File: config.mk
export PLATFORM = sky130hd
export DESIGN_NAME = multiplexed_display_scanner_core
export DESIGN_NICKNAME = d
export VERILOG_FILES = /design/src/hdl/msc_pkg.sv /design/src/hdl/msc_glyph.sv /design/src/hdl/msc_state.sv /design/src/hdl/multiplexed_display_scanner_core.sv
export VERILOG_INCLUDE_DIRS = /design/src /design/src/hdl
export SDC_FILE = /design/constraint.sdc
export NUM_CORES = 1
export LEC_CHECK = 0
export ABC_AREA = 1
export BUFFER_PORTS_ARGS = -buffer_cell sky130_fd_sc_hd__clkbuf_2
export CAP_MARGIN = 20
export CORE_MARGIN = 4
export CORE_UTILIZATION = 45
export CTS_CLUSTER_DIAMETER = 120
export DETAILED_ROUTE_END_ITERATION = 16
export MAX_ROUTING_LAYER = met4
export PLACE_DENSITY_LB_ADDON = 0.1
export SYNTH_ARGS = -nofsm -noshare
export SYNTH_HDL_FRONTEND = slang
export SYNTH_SLANG_ARGS = --single-unit
File: constraint.sdc
create_clock -name clk -period 13.67 [get_ports clk]
set_input_delay 0.6835 -clock clk [delete_from_list [all_inputs] [get_ports clk]]
set_output_delay 0.6835 -clock clk [all_outputs]
set_load 0.005 [all_outputs]
File: src/hdl/multiplexed_display_scanner_core_macros.svh
// Assertion macros for the multiplexed display scanner core.
// Used by the top level; expects clk and rst_n in scope.
`ifndef MULTIPLEXED_DISPLAY_SCANNER_CORE_MACROS_SVH
`define MULTIPLEXED_DISPLAY_SCANNER_CORE_MACROS_SVH

// Consequent holds in the same cycle.
`define MDSC_ASSERT_SAME(lbl, ante, cons) \
    lbl: assert property (@(posedge clk) disable iff (!rst_n) (ante) |-> (cons)) \
        else $error("scanner check failed");

// Consequent holds in the following cycle.
`define MDSC_ASSERT_NEXT(lbl, ante, cons) \
    lbl: assert property (@(posedge clk) disable iff (!rst_n) (ante) |=> (cons)) \
        else $error("scanner check failed");

`endif

File: src/hdl/msc_pkg.sv
// Shared types, codes and helper functions for the multiplexed display scanner.
// No dependencies.
`default_nettype none

package msc_pkg;

    localparam int BLINK_PERIOD_DEF = 40;
    localparam int NUM_SMALL        = 7;
    localparam int NUM_BAR          = 2;
    localparam int NUM_FRAMES       = 14;
    localparam logic [3:0] LAST_FRAME = 4'd13;
    localparam logic [6:0] NUM_MAX  = 7'd99;

    localparam logic [2:0] ACT_TICK      = 3'd0;
    localparam logic [2:0] ACT_SET_SMALL = 3'd1;
    localparam logic [2:0] ACT_SET_BIG   = 3'd2;
    localparam logic [2:0] ACT_SET_BAR   = 3'd3;
    localparam logic [2:0] ACT_SET_LED   = 3'd4;
    localparam logic [2:0] ACT_SET_ALL   = 3'd5;

    localparam logic [2:0] MODE_OFF    = 3'd0;
    localparam logic [2:0] MODE_STEADY = 3'd1;
    localparam logic [2:0] MODE_BLINK  = 3'd2;
    localparam logic [2:0] MODE_FAST   = 3'd3;
    localparam logic [2:0] MODE_ERROR  = 3'd4;
    localparam logic [2:0] MODE_LOAD   = 3'd5;
    localparam logic [2:0] MODE_EMPTY  = 3'd6;

    localparam logic [7:0] GLYPH_R     = 8'h50;
    localparam logic [7:0] GLYPH_E     = 8'h79;
    localparam logic [7:0] GLYPH_DASH  = 8'h40;
    localparam logic [7:0] SEL_BIG_LO  = 8'h7F;
    localparam logic [7:0] SEL_BIG_HI  = 8'hBF;
    localparam logic [7:0] SEL_HIGH_BASE = 8'h3F;
    localparam logic [7:0] CATH_KEEP   = 8'hF0;
    localparam logic [7:0] BAR_FULL    = 8'hFF;
    localparam logic [7:0] LED1_BIT    = 8'h20;
    localparam logic [7:0] LED0_BIT    = 8'h10;

    typedef struct packed {
        logic [2:0] action;
        logic [2:0] index;
        logic [7:0] value;
        logic [2:0] status;
    } in_t;

    typedef struct packed {
        logic [7:0] led_bar_byte;
        logic [7:0] anode_byte;
        logic [7:0] select_high_byte;
        logic [7:0] select_low_byte;
        logic [7:0] segment_byte;
        logic [3:0] frame_number;
        logic       last_frame;
    } out_t;

    typedef struct packed {
        logic [NUM_SMALL-1:0][6:0] small_number;
        logic [NUM_SMALL-1:0][2:0] small_mode;
        logic [6:0]                big_number;
        logic [2:0]                big_mode;
        logic [NUM_BAR-1:0][7:0]   bar_level;
        logic [NUM_BAR-1:0][2:0]   bar_mode;
        logic [NUM_BAR-1:0][2:0]   led_mode;
        logic                      slow_phase;
        logic                      fast_phase;
        logic [5:0]                chase_pattern;
    } disp_state_t;

    function automatic logic is_dark(input logic [2:0] mode, input logic slow,
                                     input logic fast);
        return (mode == MODE_OFF) || (mode == MODE_BLINK && !slow) ||
               (mode == MODE_FAST && !fast);
    endfunction

    function automatic logic [7:0] digit_glyph(input logic [3:0] d);
        logic [7:0] g;
        case (d)
            4'd0:    g = 8'h3F;
            4'd1:    g = 8'h06;
            4'd2:    g = 8'h5B;
            4'd3:    g = 8'h4F;
            4'd4:    g = 8'h66;
            4'd5:    g = 8'h6D;
            4'd6:    g = 8'h7D;
            4'd7:    g = 8'h07;
            4'd8:    g = 8'h7F;
            4'd9:    g = 8'h6F;
            default: g = 8'h00;
        endcase
        return g;
    endfunction

    function automatic logic [7:0] clamp_num(input logic [7:0] v);
        return (v > {1'b0, NUM_MAX}) ? {1'b0, NUM_MAX} : v;
    endfunction

    function automatic logic [7:0] bar_fill(input logic [2:0] mode, input logic [7:0] level,
                                            input logic slow, input logic fast);
        logic [7:0] f;
        if (is_dark(mode, slow, fast))
            f = 8'h00;
        else if (level < 8'd8)
            f = (8'd1 << level[2:0]) - 8'd1;
        else
            f = BAR_FULL;
        return f;
    endfunction

    function automatic logic [7:0] bar_cath(input logic bar, input logic [2:0] mode,
                                            input logic [7:0] level, input logic slow,
                                            input logic fast);
        logic [7:0] base;
        logic [7:0] c;
        base = bar ? 8'h08 : 8'h04;
        if (is_dark(mode, slow, fast))
            c = 8'h00;
        else if (level <= 8'd8)
            c = base;
        else if (level == 8'd9)
            c = base | 8'h01;
        else
            c = base | 8'h03;
        return c;
    endfunction

    function automatic logic led_lit(input logic [2:0] mode, input logic slow);
        return (mode == MODE_STEADY) || (mode == MODE_BLINK && slow);
    endfunction

endpackage

`default_nettype wire

File: src/hdl/msc_glyph.sv
// Digit glyph unit: turns a mode and a two-digit number into one segment pattern.
// Depends on msc_pkg.
`default_nettype none

module msc_glyph (
    input  wire logic [2:0] mode,
    input  wire logic [6:0] number,
    input  wire logic       tens,
    input  wire logic       slow_phase,
    input  wire logic       fast_phase,
    input  wire logic [5:0] chase_pattern,
    output logic      [7:0] glyph
);

    logic [6:0]  num;
    logic [13:0] prod;
    logic [3:0]  tens_digit;
    logic [6:0]  tens_times;
    logic [6:0]  units_full;
    logic [3:0]  digit;

    always_comb
    begin
        num        = (number > msc_pkg::NUM_MAX) ? msc_pkg::NUM_MAX : number;
        prod       = 14'(num) * 14'd103;
        tens_digit = prod[13:10];
        tens_times = 7'(tens_digit) * 7'd10;
        units_full = num - tens_times;
        digit      = tens ? tens_digit : units_full[3:0];

        if (msc_pkg::is_dark(mode, slow_phase, fast_phase))
            glyph = 8'h00;
        else if (mode == msc_pkg::MODE_ERROR)
            glyph = tens ? msc_pkg::GLYPH_E : msc_pkg::GLYPH_R;
        else if (mode == msc_pkg::MODE_EMPTY)
            glyph = msc_pkg::GLYPH_DASH;
        else if (mode == msc_pkg::MODE_LOAD)
            glyph = {2'b00, chase_pattern};
        else
            glyph = msc_pkg::digit_glyph(digit);
    end

endmodule

`default_nettype wire

File: src/hdl/msc_state.sv
// Display state store: numbers, modes, bar levels, blink counter and chase pattern.
// Depends on msc_pkg.
`default_nettype none

module msc_state #(
    parameter int BLINK_PERIOD = msc_pkg::BLINK_PERIOD_DEF
) (
    input  wire logic                  clk,
    input  wire logic                  rst_n,
    input  wire logic                  accept,
    input  wire msc_pkg::in_t          cmd,
    output msc_pkg::disp_state_t       disp
);

    localparam int CNT_W      = $clog2(BLINK_PERIOD);
    localparam int HALF       = BLINK_PERIOD / 2;
    localparam int CHASE_STEP = BLINK_PERIOD / 5;
    localparam int SUB_W      = $clog2(CHASE_STEP);

    localparam msc_pkg::disp_state_t ST_RESET = '{
        small_number:  '0,
        small_mode:    '0,
        big_number:    '0,
        big_mode:      '0,
        bar_level:     '0,
        bar_mode:      '0,
        led_mode:      '0,
        slow_phase:    1'b1,
        fast_phase:    1'b1,
        chase_pattern: 6'h01
    };

    msc_pkg::disp_state_t st_reg, st_next;
    logic [CNT_W-1:0] cnt_reg, cnt_next;
    logic [SUB_W-1:0] sub_reg, sub_next;

    logic [CNT_W:0] cnt_inc;
    logic [SUB_W:0] sub_inc;
    logic           wrap;
    logic [6:0]     chase_shift;
    logic [6:0]     num;

    assign disp = st_reg;

    always_comb
    begin
        st_next     = st_reg;
        cnt_next    = cnt_reg;
        sub_next    = sub_reg;
        num         = 7'(msc_pkg::clamp_num(cmd.value));
        cnt_inc     = {1'b0, cnt_reg} + 1'b1;
        sub_inc     = {1'b0, sub_reg} + 1'b1;
        wrap        = (cnt_inc == (CNT_W+1)'(BLINK_PERIOD));
        chase_shift = {st_reg.chase_pattern, 1'b0};

        if (accept)
        begin
            case (cmd.action)
                msc_pkg::ACT_TICK:
                begin
                    if (wrap)
                    begin
                        cnt_next           = '0;
                        st_next.slow_phase = ~st_reg.slow_phase;
                        st_next.fast_phase = 1'b1;
                    end
                    else
                    begin
                        cnt_next = cnt_inc[CNT_W-1:0];
                        if (cnt_inc == (CNT_W+1)'(HALF))
                            st_next.fast_phase = 1'b0;
                    end
                    if (wrap || sub_inc == (SUB_W+1)'(CHASE_STEP))
                        sub_next = '0;
                    else
                        sub_next = sub_inc[SUB_W-1:0];
                    if (sub_next == '0)
                    begin
                        if (chase_shift == 7'h40 || chase_shift == 7'h00)
                            st_next.chase_pattern = 6'h01;
                        else
                            st_next.chase_pattern = chase_shift[5:0];
                    end
                end
                msc_pkg::ACT_SET_SMALL:
                begin
                    if (cmd.index < 3'(msc_pkg::NUM_SMALL))
                    begin
                        st_next.small_number[cmd.index] = num;
                        st_next.small_mode[cmd.index]   = cmd.status;
                    end
                end
                msc_pkg::ACT_SET_BIG:
                begin
                    st_next.big_number = num;
                    st_next.big_mode   = cmd.status;
                end
                msc_pkg::ACT_SET_BAR:
                begin
                    if (cmd.index < 3'(msc_pkg::NUM_BAR))
                    begin
                        st_next.bar_level[cmd.index[0]] = cmd.value;
                        st_next.bar_mode[cmd.index[0]]  = cmd.status;
                    end
                end
                msc_pkg::ACT_SET_LED:
                begin
                    if (cmd.index < 3'(msc_pkg::NUM_BAR))
                        st_next.led_mode[cmd.index[0]] = cmd.status;
                end
                msc_pkg::ACT_SET_ALL:
                begin
                    for (int i = 0; i < msc_pkg::NUM_SMALL; i++)
                        st_next.small_mode[i] = cmd.status;
                    st_next.big_mode    = cmd.status;
                    st_next.bar_mode[1] = cmd.status;
                    st_next.led_mode[0] = cmd.status;
                    st_next.led_mode[1] = cmd.status;
                end
                default:
                begin
                    st_next = st_reg;
                end
            endcase
        end
    end

    always_ff @(posedge clk or negedge rst_n)
    begin
        if (!rst_n)
        begin
            st_reg  <= ST_RESET;
            cnt_reg <= '0;
            sub_reg <= '0;
        end
        else
        begin
            st_reg  <= st_next;
            cnt_reg <= cnt_next;
            sub_reg <= sub_next;
        end
    end

endmodule

`default_nettype wire

File: src/hdl/multiplexed_display_scanner_core.sv
// Top level of the multiplexed display scanner: command port, frame sequencer, output register.
// Depends on msc_pkg, msc_state, msc_glyph and multiplexed_display_scanner_core_macros.svh.
//
//   channel   handshake         payload         when taken
//   command   start / busy      cmd (in_t)      rising edge with start high, busy low
//   result    strobe            result (out_t)  rising edge ending the strobe cycle
//
// A write transaction returns nothing and does not make the core busy.
// A tick transaction is accepted and advances the blink counter, then the core builds
// one scan frame per cycle through the two glyph units; busy is high for those 14 frames.
// Each frame is registered onto result in the cycle after it is built, with strobe high.
// rst_n resets all display state; the receiver cannot stall the result.
`default_nettype none
`include "multiplexed_display_scanner_core_macros.svh"

module multiplexed_display_scanner_core #(
    parameter int BLINK_PERIOD = msc_pkg::BLINK_PERIOD_DEF
) (
    input  wire logic          clk,
    input  wire logic          rst_n,
    input  wire logic          start,
    output logic               busy,
    input  wire msc_pkg::in_t  cmd,
    output logic               strobe,
    output msc_pkg::out_t      result
);

    typedef enum logic {
        S_IDLE,
        S_SCAN
    } state_t;

    state_t               state_reg;
    logic [3:0]           frame_reg;
    logic                 strobe_reg;
    msc_pkg::out_t        result_reg;

    logic                 accept;
    msc_pkg::disp_state_t disp;
    logic [2:0]           small_sel;
    logic [7:0]           small_glyph;
    logic [7:0]           big_glyph;
    logic                 bar_sel;
    logic [2:0]           high_idx;
    msc_pkg::out_t        frame_out;

    assign accept = start && (state_reg == S_IDLE);
    assign busy   = (state_reg == S_SCAN);
    assign strobe = strobe_reg;
    assign result = result_reg;

    msc_state #(
        .BLINK_PERIOD(BLINK_PERIOD)
    ) u_state (
        .clk   (clk),
        .rst_n (rst_n),
        .accept(accept),
        .cmd   (cmd),
        .disp  (disp)
    );

    assign small_sel = frame_reg[3:1];

    msc_glyph u_small_glyph (
        .mode         (disp.small_mode[small_sel]),
        .number       (disp.small_number[small_sel]),
        .tens         (frame_reg[0]),
        .slow_phase   (disp.slow_phase),
        .fast_phase   (disp.fast_phase),
        .chase_pattern(disp.chase_pattern),
        .glyph        (small_glyph)
    );

    msc_glyph u_big_glyph (
        .mode         (disp.big_mode),
        .number       (disp.big_number),
        .tens         (frame_reg[2]),
        .slow_phase   (disp.slow_phase),
        .fast_phase   (disp.fast_phase),
        .chase_pattern(disp.chase_pattern),
        .glyph        (big_glyph)
    );

    always_comb
    begin
        bar_sel  = (frame_reg >= 4'd11);
        high_idx = 3'(frame_reg - 4'd8);

        frame_out.led_bar_byte = 8'h00;
        if (msc_pkg::led_lit(disp.led_mode[1], disp.slow_phase))
            frame_out.led_bar_byte = frame_out.led_bar_byte | msc_pkg::LED1_BIT;
        if (msc_pkg::led_lit(disp.led_mode[0], disp.slow_phase))
            frame_out.led_bar_byte = frame_out.led_bar_byte | msc_pkg::LED0_BIT;

        if (frame_reg < 4'd8)
        begin
            frame_out.anode_byte       = big_glyph;
            frame_out.select_high_byte = frame_reg[2] ? msc_pkg::SEL_BIG_HI
                                                      : msc_pkg::SEL_BIG_LO;
            frame_out.select_low_byte  = ~(8'd1 << frame_reg[2:0]);
        end
        else
        begin
            frame_out.led_bar_byte = (frame_out.led_bar_byte & msc_pkg::CATH_KEEP) |
                msc_pkg::bar_cath(bar_sel, disp.bar_mode[bar_sel], disp.bar_level[bar_sel],
                                  disp.slow_phase, disp.fast_phase);
            frame_out.anode_byte       = msc_pkg::bar_fill(disp.bar_mode[bar_sel],
                disp.bar_level[bar_sel], disp.slow_phase, disp.fast_phase);
            frame_out.select_high_byte = msc_pkg::SEL_HIGH_BASE & ~(8'd1 << high_idx);
            frame_out.select_low_byte  = 8'hFF;
        end

        frame_out.segment_byte = ~small_glyph;
        frame_out.frame_number = frame_reg;
        frame_out.last_frame   = (frame_reg == msc_pkg::LAST_FRAME);
    end

    always_ff @(posedge clk or negedge rst_n)
    begin
        if (!rst_n)
        begin
            state_reg  <= S_IDLE;
            frame_reg  <= '0;
            strobe_reg <= 1'b0;
            result_reg <= '0;
        end
        else
        begin
            strobe_reg <= 1'b0;
            case (state_reg)
                S_IDLE:
                begin
                    frame_reg <= '0;
                    if (accept && cmd.action == msc_pkg::ACT_TICK)
                        state_reg <= S_SCAN;
                end
                S_SCAN:
                begin
                    // emit the frame and advance
                    result_reg <= frame_out;
                    strobe_reg <= 1'b1;
                    if (frame_reg == msc_pkg::LAST_FRAME)
                    begin
                        frame_reg <= '0;
                        state_reg <= S_IDLE;
                    end
                    else
                    begin
                        frame_reg <= frame_reg + 4'd1;
                    end
                end
                default:
                begin
                    state_reg <= S_IDLE;
                end
            endcase
        end
    end

    `MDSC_ASSERT_NEXT(a_tick_starts_scan, accept && cmd.action == msc_pkg::ACT_TICK, busy)
    `MDSC_ASSERT_NEXT(a_last_frame_ends_scan, busy && frame_reg == msc_pkg::LAST_FRAME, !busy && strobe && result.last_frame)
    `MDSC_ASSERT_NEXT(a_gap_after_last, strobe && result.last_frame, !strobe)
    `MDSC_ASSERT_NEXT(a_frames_in_order, strobe && !result.last_frame, strobe && result.frame_number == $past(result.frame_number) + 4'd1)
    `MDSC_ASSERT_SAME(a_no_write_while_busy, busy, !accept)

endmodule

`default_nettype wire
==> results of run 1 <==
==> cell type report <==
cell class,instances,area (um2),area share
Clock inverter,13,156,0.0130
Clock buffer,19,433,0.0360
Sequential cell,174,4360,0.362
Inverter,212,796,0.0662
Multi-Input combinational cell,980,5520,0.459
Tap cell,319,399,0.0332
Timing Repair Buffer,69,364,0.0303
==> layer usage <==
metal | wire length, um | up-vias
met3 | 776 | 28
met4 | 391 | 0
met1 | 13600 | 4320
li1 | - | 4593
met5 | 0 | -
met2 | 13600 | 146
==> cell families (layout without fill, tap and decap cells) <==
family	count (synthesis)	after routing	share of synthesized area
flip-flops	174	174	0.404
other	1	2	0.000347
AO/OA/AOI/OAI	262	262	0.134
adder cells (fa/ha/maj)	110	110	0.140
buffers and inverters	240	313	0.0859
AND/OR/NAND/NOR	587	587	0.219
XOR/XNOR	11	11	0.00892
multiplexers	8	8	0.00834
==> worst max-delay path, delay by kind of cell, from the launching register on <==
| kind | cells | cell delay, ns |
|---|---|---|
| adder cells (fa/ha/maj) | 7 | 2.62 |
| flip-flops | 1 | 0.59 |
| buffers and inverters | 4 | 0.94 |
| AO/OA/AOI/OAI | 5 | 0.97 |
| AND/OR/NAND/NOR | 18 | 1.90 |
==> through the flow <==
stage                     utilization  cell area [um2]
after global placement          0.486            11400
after global routing            0.511            12000
final                           0.511            12000
after CTS                       0.511            12000
after floorplan                     -            10800
after detailed placement        0.486            11400
==> worst max-delay path by stage <==
stage | start | to | slack [ns] | cells past startpoint
after global placement | frame_reg[1]$_DFF_PN0_ | result[10]$_DFFE_PN0P_ | 6.77 | 34
after detailed placement | frame_reg[1]$_DFF_PN0_ | result[10]$_DFFE_PN0P_ | 6.57 | 34
after CTS | frame_reg[1]$_DFF_PN0_ | result[10]$_DFFE_PN0P_ | 6.54 | 34
after floorplan | frame_reg[3]$_DFF_PN0_ | result[10]$_DFFE_PN0P_ | 8.06 | 36
after global routing | frame_reg[1]$_DFF_PN0_ | result[10]$_DFFE_PN0P_ | 5.97 | 34
final | frame_reg[1]$_DFF_PN0_ | result[10]$_DFFE_PN0P_ | 6.52 | 34
==> cell usage in the layout (no fill, tap or decap), drive strengths merged, types with 2 or more instances in the layout <==
| master | n |
|---|---|
| nand2 | 400 |
| inv | 213 |
| dfrtp | 171 |
| o21ai | 151 |
| nor2 | 110 |
| ha | 92 |
| clkbuf | 82 |
| a21oi | 60 |
| nand3 | 47 |
| fa | 18 |
| nor3 | 13 |
| o211ai | 8 |
| o21a | 8 |
| mux2 | 8 |
| clkinv | 8 |
| nand4 | 7 |
| xor2 | 7 |
| o22ai | 6 |
| a31oi | 6 |
| buf | 6 |
| o221ai | 5 |
| a221oi | 4 |
| or2 | 4 |
| xnor2 | 4 |
| nor4 | 4 |
| o31ai | 3 |
| dfstp | 3 |
| nand3b | 2 |
| o21bai | 2 |
| a211oi | 2 |
| a22o | 2 |
| conb | 2 |
| bufinv | 2 |
| clkinvlp | 2 |
==> impl_metrics.py, run 1 <==
metrics = {
    "place": {
        "port_buffers": 64,
        "pre_cts_ws_ns": 6.57,
        "placedCellCount": 1753,
        "place_congestion": 0.878,
        "hpwl_um": 21900,
    },
    "clock_network": {
        "cts_made_buffers": 17,
        "clk_pin_slew_ns": 0.07,
        "cts_resized": 0,
        "hold_buffers": 0,
        "postCtsSetupBuffers": 0,
        "clockBufferDepth": 2,
        "cts_tree": "yes",
        "root_buffer": "clkbuf_16",
        "clk_latency_ns": 0.43,
        "h-tree-depth": 4,
        "cts.sinks": 174,
    },
    "floorplanning": {
        "die_width_um": 163,
        "die_y_um": 163,
        "start_util": 0.459,
        "ios": 67,
        "core_mm2": 0.0235,
        "rows": 56,
        "dieArea_mm2": 0.0265,
    },
    "synthesis": {
        "synth-edff-count": 0,
        "yosysWarnings": 0,
        "avgSynthCellArea_um2": 7.75,
        "synth_seq_cells": 174,
        "synth.most_common_cell": "nand2_1",
        "synth_cell_types": 45,
        "synth_async_sr_flop_share": 1.00,
        "synthCells": 1393,
        "ys_seq_area_frac": 0.404,
        "synth_flop_cell": "dfrtp_1",
        "synth_common_cells": "nand2_1 (392), inv_1 (202), dfrtp_1 (171)",
        "synth_top_area_cell": "dfrtp_1",
        "syn-cell-area_mm2": 0.0108,
        "yosysTopAreaCellShare": 0.396,
        "synthTopCellsByArea": "dfrtp_1 (40%), nand2_1 (14%), ha_1 (11%), inv_1 (7.0%), o21ai_0 (6.6%)",
    },
    "global_routing": {
        "busiest_layer": "met2",
        "grt_pass1_wl_um": 46400,
        "antenna_found_initial": 0,
        "grtUsageMet1": 0.307,
        "grt_overflow_total": 0,
        "met3_usage": 0.0286,
        "grt_pass1_vias": 8802,
        "grt_use_total": 0.227,
        "grt_max_degree": 109,
        "grtUsageMet2": 0.370,
    },
    "drt": {
        "drt-initial-drc-count": 646,
        "route.vias.total": 9087,
        "dr.pass1.iters": 5,
        "routed_wl_um": 28300,
        "wl_per_cell_um": 15.8,
        "ant_nets": 0,
        "vias_per_cell": 5.09,
        "drc_errors": 0,
    },
    "worst_setup_path": {
        "r2r_end": "result[10]$_DFFE_PN0P_",
        "start_kind": "flip-flop",
        "slowest_delay_ns": 0.65,
        "rr_worst_depth": 34,
        "worstPathRequired_ns": 14.02,
        "crit_top_cell": "nand2_1",
        "crit_path_end_kind": "flip-flop",
        "reg2reg_slack_ns": 6.52,
        "critPathKind": "reg -> reg",
        "arrival_ns": 7.50,
        "r2r-start": "frame_reg[1]$_DFF_PN0_",
        "slowest_stage": "clkinv_1",
        "cp_max_fo": 27,
    },
    "sta": {
        "worstMarginPinSlew_ns": 0.997,
        "clock_skew_ns": 0.00928,
        "slew_headroom": 0.335,
        "fin_crit_sh": 0.523,
        "post-route-min-period_ns": 7.15,
        "fmax_ghz": 0.140,
        "drv_slew": 0,
        "fin_hold_ws_ns": 0.397,
        "rsz0062_at_grt": "false",
        "tns_ns": 0,
        "fin_ws_ns": 6.52,
        "hold_viol": 0,
        "finalSetupViolCount": 0,
    },
    "cells_and_area": {
        "fin_nets": 1584,
        "n_antenna_cell": 0,
        "area_delta_synth_final_pct": 11.4,
        "final_layout_size_suffix_gt1_frac": 0.0927,
        "finalNonFillerCells": 1786,
        "largest_reg_flops": 116,
        "fillerInstances": 2387,
    },
    "outcome": {
        "status": "complete, no violations",
    },
    "worst_hold_path": {
        "min_path_type": "in -> async",
    },
    "flow_run": {
        "max-cap-violations": 0,
    },
}
Power of run 1 is not shown: default switching activity piles up to over one toggle a cycle in this logic, so the estimate is an artifact.
==> run 2: changes to the inputs <==
clock period = 6.5 ns   (was 13.67 ns; I/O delays follow)
==> impl_metrics.py, run 2 (synthesis results as in run 1) <==
metrics = {
    "cells_and_area": {
        "area_delta_synth_final_pct": 13.2,
        "finalNonFillerCells": 1801,
        "fillerInstances": 2375,
        "n_antenna_cell": 0,
        "fin_nets": 1599,
        "largest_reg_flops": 116,
        "final_cell_mix": "nand2_1 (390), inv_1 (200), dfrtp_1 (169)",
        "final_common_cell": "nand2_1",
        "multi_input_area_mm2": 0.00555,
        "final_layout_size_suffix_gt1_frac": 0.107,
        "seqCellArea_mm2": 0.00436,
    },
    "place": {
        "place_congestion": 0.887,
        "port_buffers": 64,
        "placedCellCount": 1761,
        "hpwl_um": 21700,
    },
    "sta": {
        "worstMarginPinSlew_ns": 0.985,
        "slew_headroom": 0.341,
        "fin_crit_sh": 0.918,
        "drv_slew": 0,
        "post-route-min-period_ns": 5.96,
        "tns_ns": 0,
        "fin_hold_ws_ns": -0.0307,
        "clock_skew_ns": 0.00821,
        "fmax_ghz": 0.168,
        "finalSetupViolCount": 0,
        "rsz0062_at_grt": "false",
        "hold_viol": 16,
    },
    "floorplanning": {
        "die_y_um": 163,
        "start_util": 0.459,
        "core_mm2": 0.0235,
        "dieArea_mm2": 0.0265,
        "die_width_um": 163,
        "ios": 67,
        "rows": 56,
    },
    "worst_setup_path": {
        "cp_top_family": "adder cells",
        "crit_path_end_kind": "flip-flop",
        "crit_top_cell": "nand2_1",
        "worstPathRequired_ns": 6.85,
        "slowest_stage": "fa_1",
        "start_kind": "flip-flop",
        "crit_buf_inv": 3,
        "critPathKind": "reg -> reg",
        "slowest_delay_ns": 0.52,
        "arrival_ns": 6.32,
        "cp_max_fo": 8,
    },
    "drt": {
        "wl_per_cell_um": 15.8,
        "dr.pass1.iters": 5,
        "routed_wl_um": 28500,
        "vias_per_cell": 5.06,
        "route.vias.total": 9118,
        "drt-initial-drc-count": 680,
        "ant_nets": 0,
        "drc_errors": 0,
    },
    "clock_network": {
        "h-tree-depth": 4,
        "cts_made_buffers": 17,
        "clk_pin_slew_ns": 0.07,
        "root_buffer": "clkbuf_16",
        "clk_latency_ns": 0.43,
        "clockBufferDepth": 2,
        "cts_tree": "yes",
        "cts.sinks": 174,
    },
    "global_routing": {
        "grt_overflow_total": 0,
        "grt_pass1_vias": 8986,
        "grt_max_degree": 96,
        "grt_pass1_wl_um": 46700,
        "antenna_found_initial": 0,
        "grt_use_total": 0.228,
    },
    "worst_hold_path": {
        "min_path_type": "in -> async",
    },
    "flow_run": {
        "max-cap-violations": 0,
    },
    "outcome": {
        "status": "complete, but fails checks",
        "violations": "negative hold slack",
    },
}
[run 2: per-layer routing]
layer	GRT usage	wire length [um]
met5	-	0
met2	0.368	13400
met3	0.0311	922
met4	0.0606	528
met1	0.307	13700
[run 2: area by class of cell]
class,instances,area share
Multi-Input combinational cell,981,0.454
Tap cell,319,0.0327
Timing Repair Buffer,83,0.0414
Sequential cell,174,0.357
Clock inverter,13,0.0142
Inverter,212,0.0651
Clock buffer,19,0.0354
[run 2: repair_timing]
item,4_1_cts,5_1_grt
gates resized for setup,0,13
hold buffers,0,0
buffers inserted,0,5
endpoints found under the hold margin,0,0
setup endpoints to repair,0,10
[run 2: final timing paths]
check,start,end,slack [ns],cells after the start
max reg2reg,frame_reg[2]$_DFF_PN0_,result[10]$_DFFE_PN0P_,0.54,32
max in group asynchronous,rst_n,frame_reg[3]$_DFF_PN0_,5.40,3
max,frame_reg[2]$_DFF_PN0_,result[10]$_DFFE_PN0P_,0.54,32
min,rst_n,u_state.disp[24]$_DFFE_PN0P_,-0.03,1
min in group clk,cmd[6],u_state.disp[23]$_DFFE_PN0P_,0.11,3
min reg2reg,result[12]$_DFFE_PN0P_,result[12]$_DFFE_PN0P_,0.47,1
[run 2: through the flow]
| step | util | setup WS [ns] | hold WS, ns | area, um2 |
|---|---|---|---|---|
| 2_1_floorplan | - | 0.893 | 0.0294 | 10800 |
| 5_1_grt | 0.519 | 0.0123 | 0.0393 | 12200 |
| 4_1_cts | 0.514 | 0.218 | 0.0132 | 12100 |
| 6_report | 0.519 | 0.536 | -0.0307 | 12200 |
| 3_3_place_gp | 0.488 | 0.393 | 0.450 | 11500 |
| 3_5_place_dp | 0.488 | 0.257 | 0.454 | 11500 |
Power of run 2 is left out for the same reason.
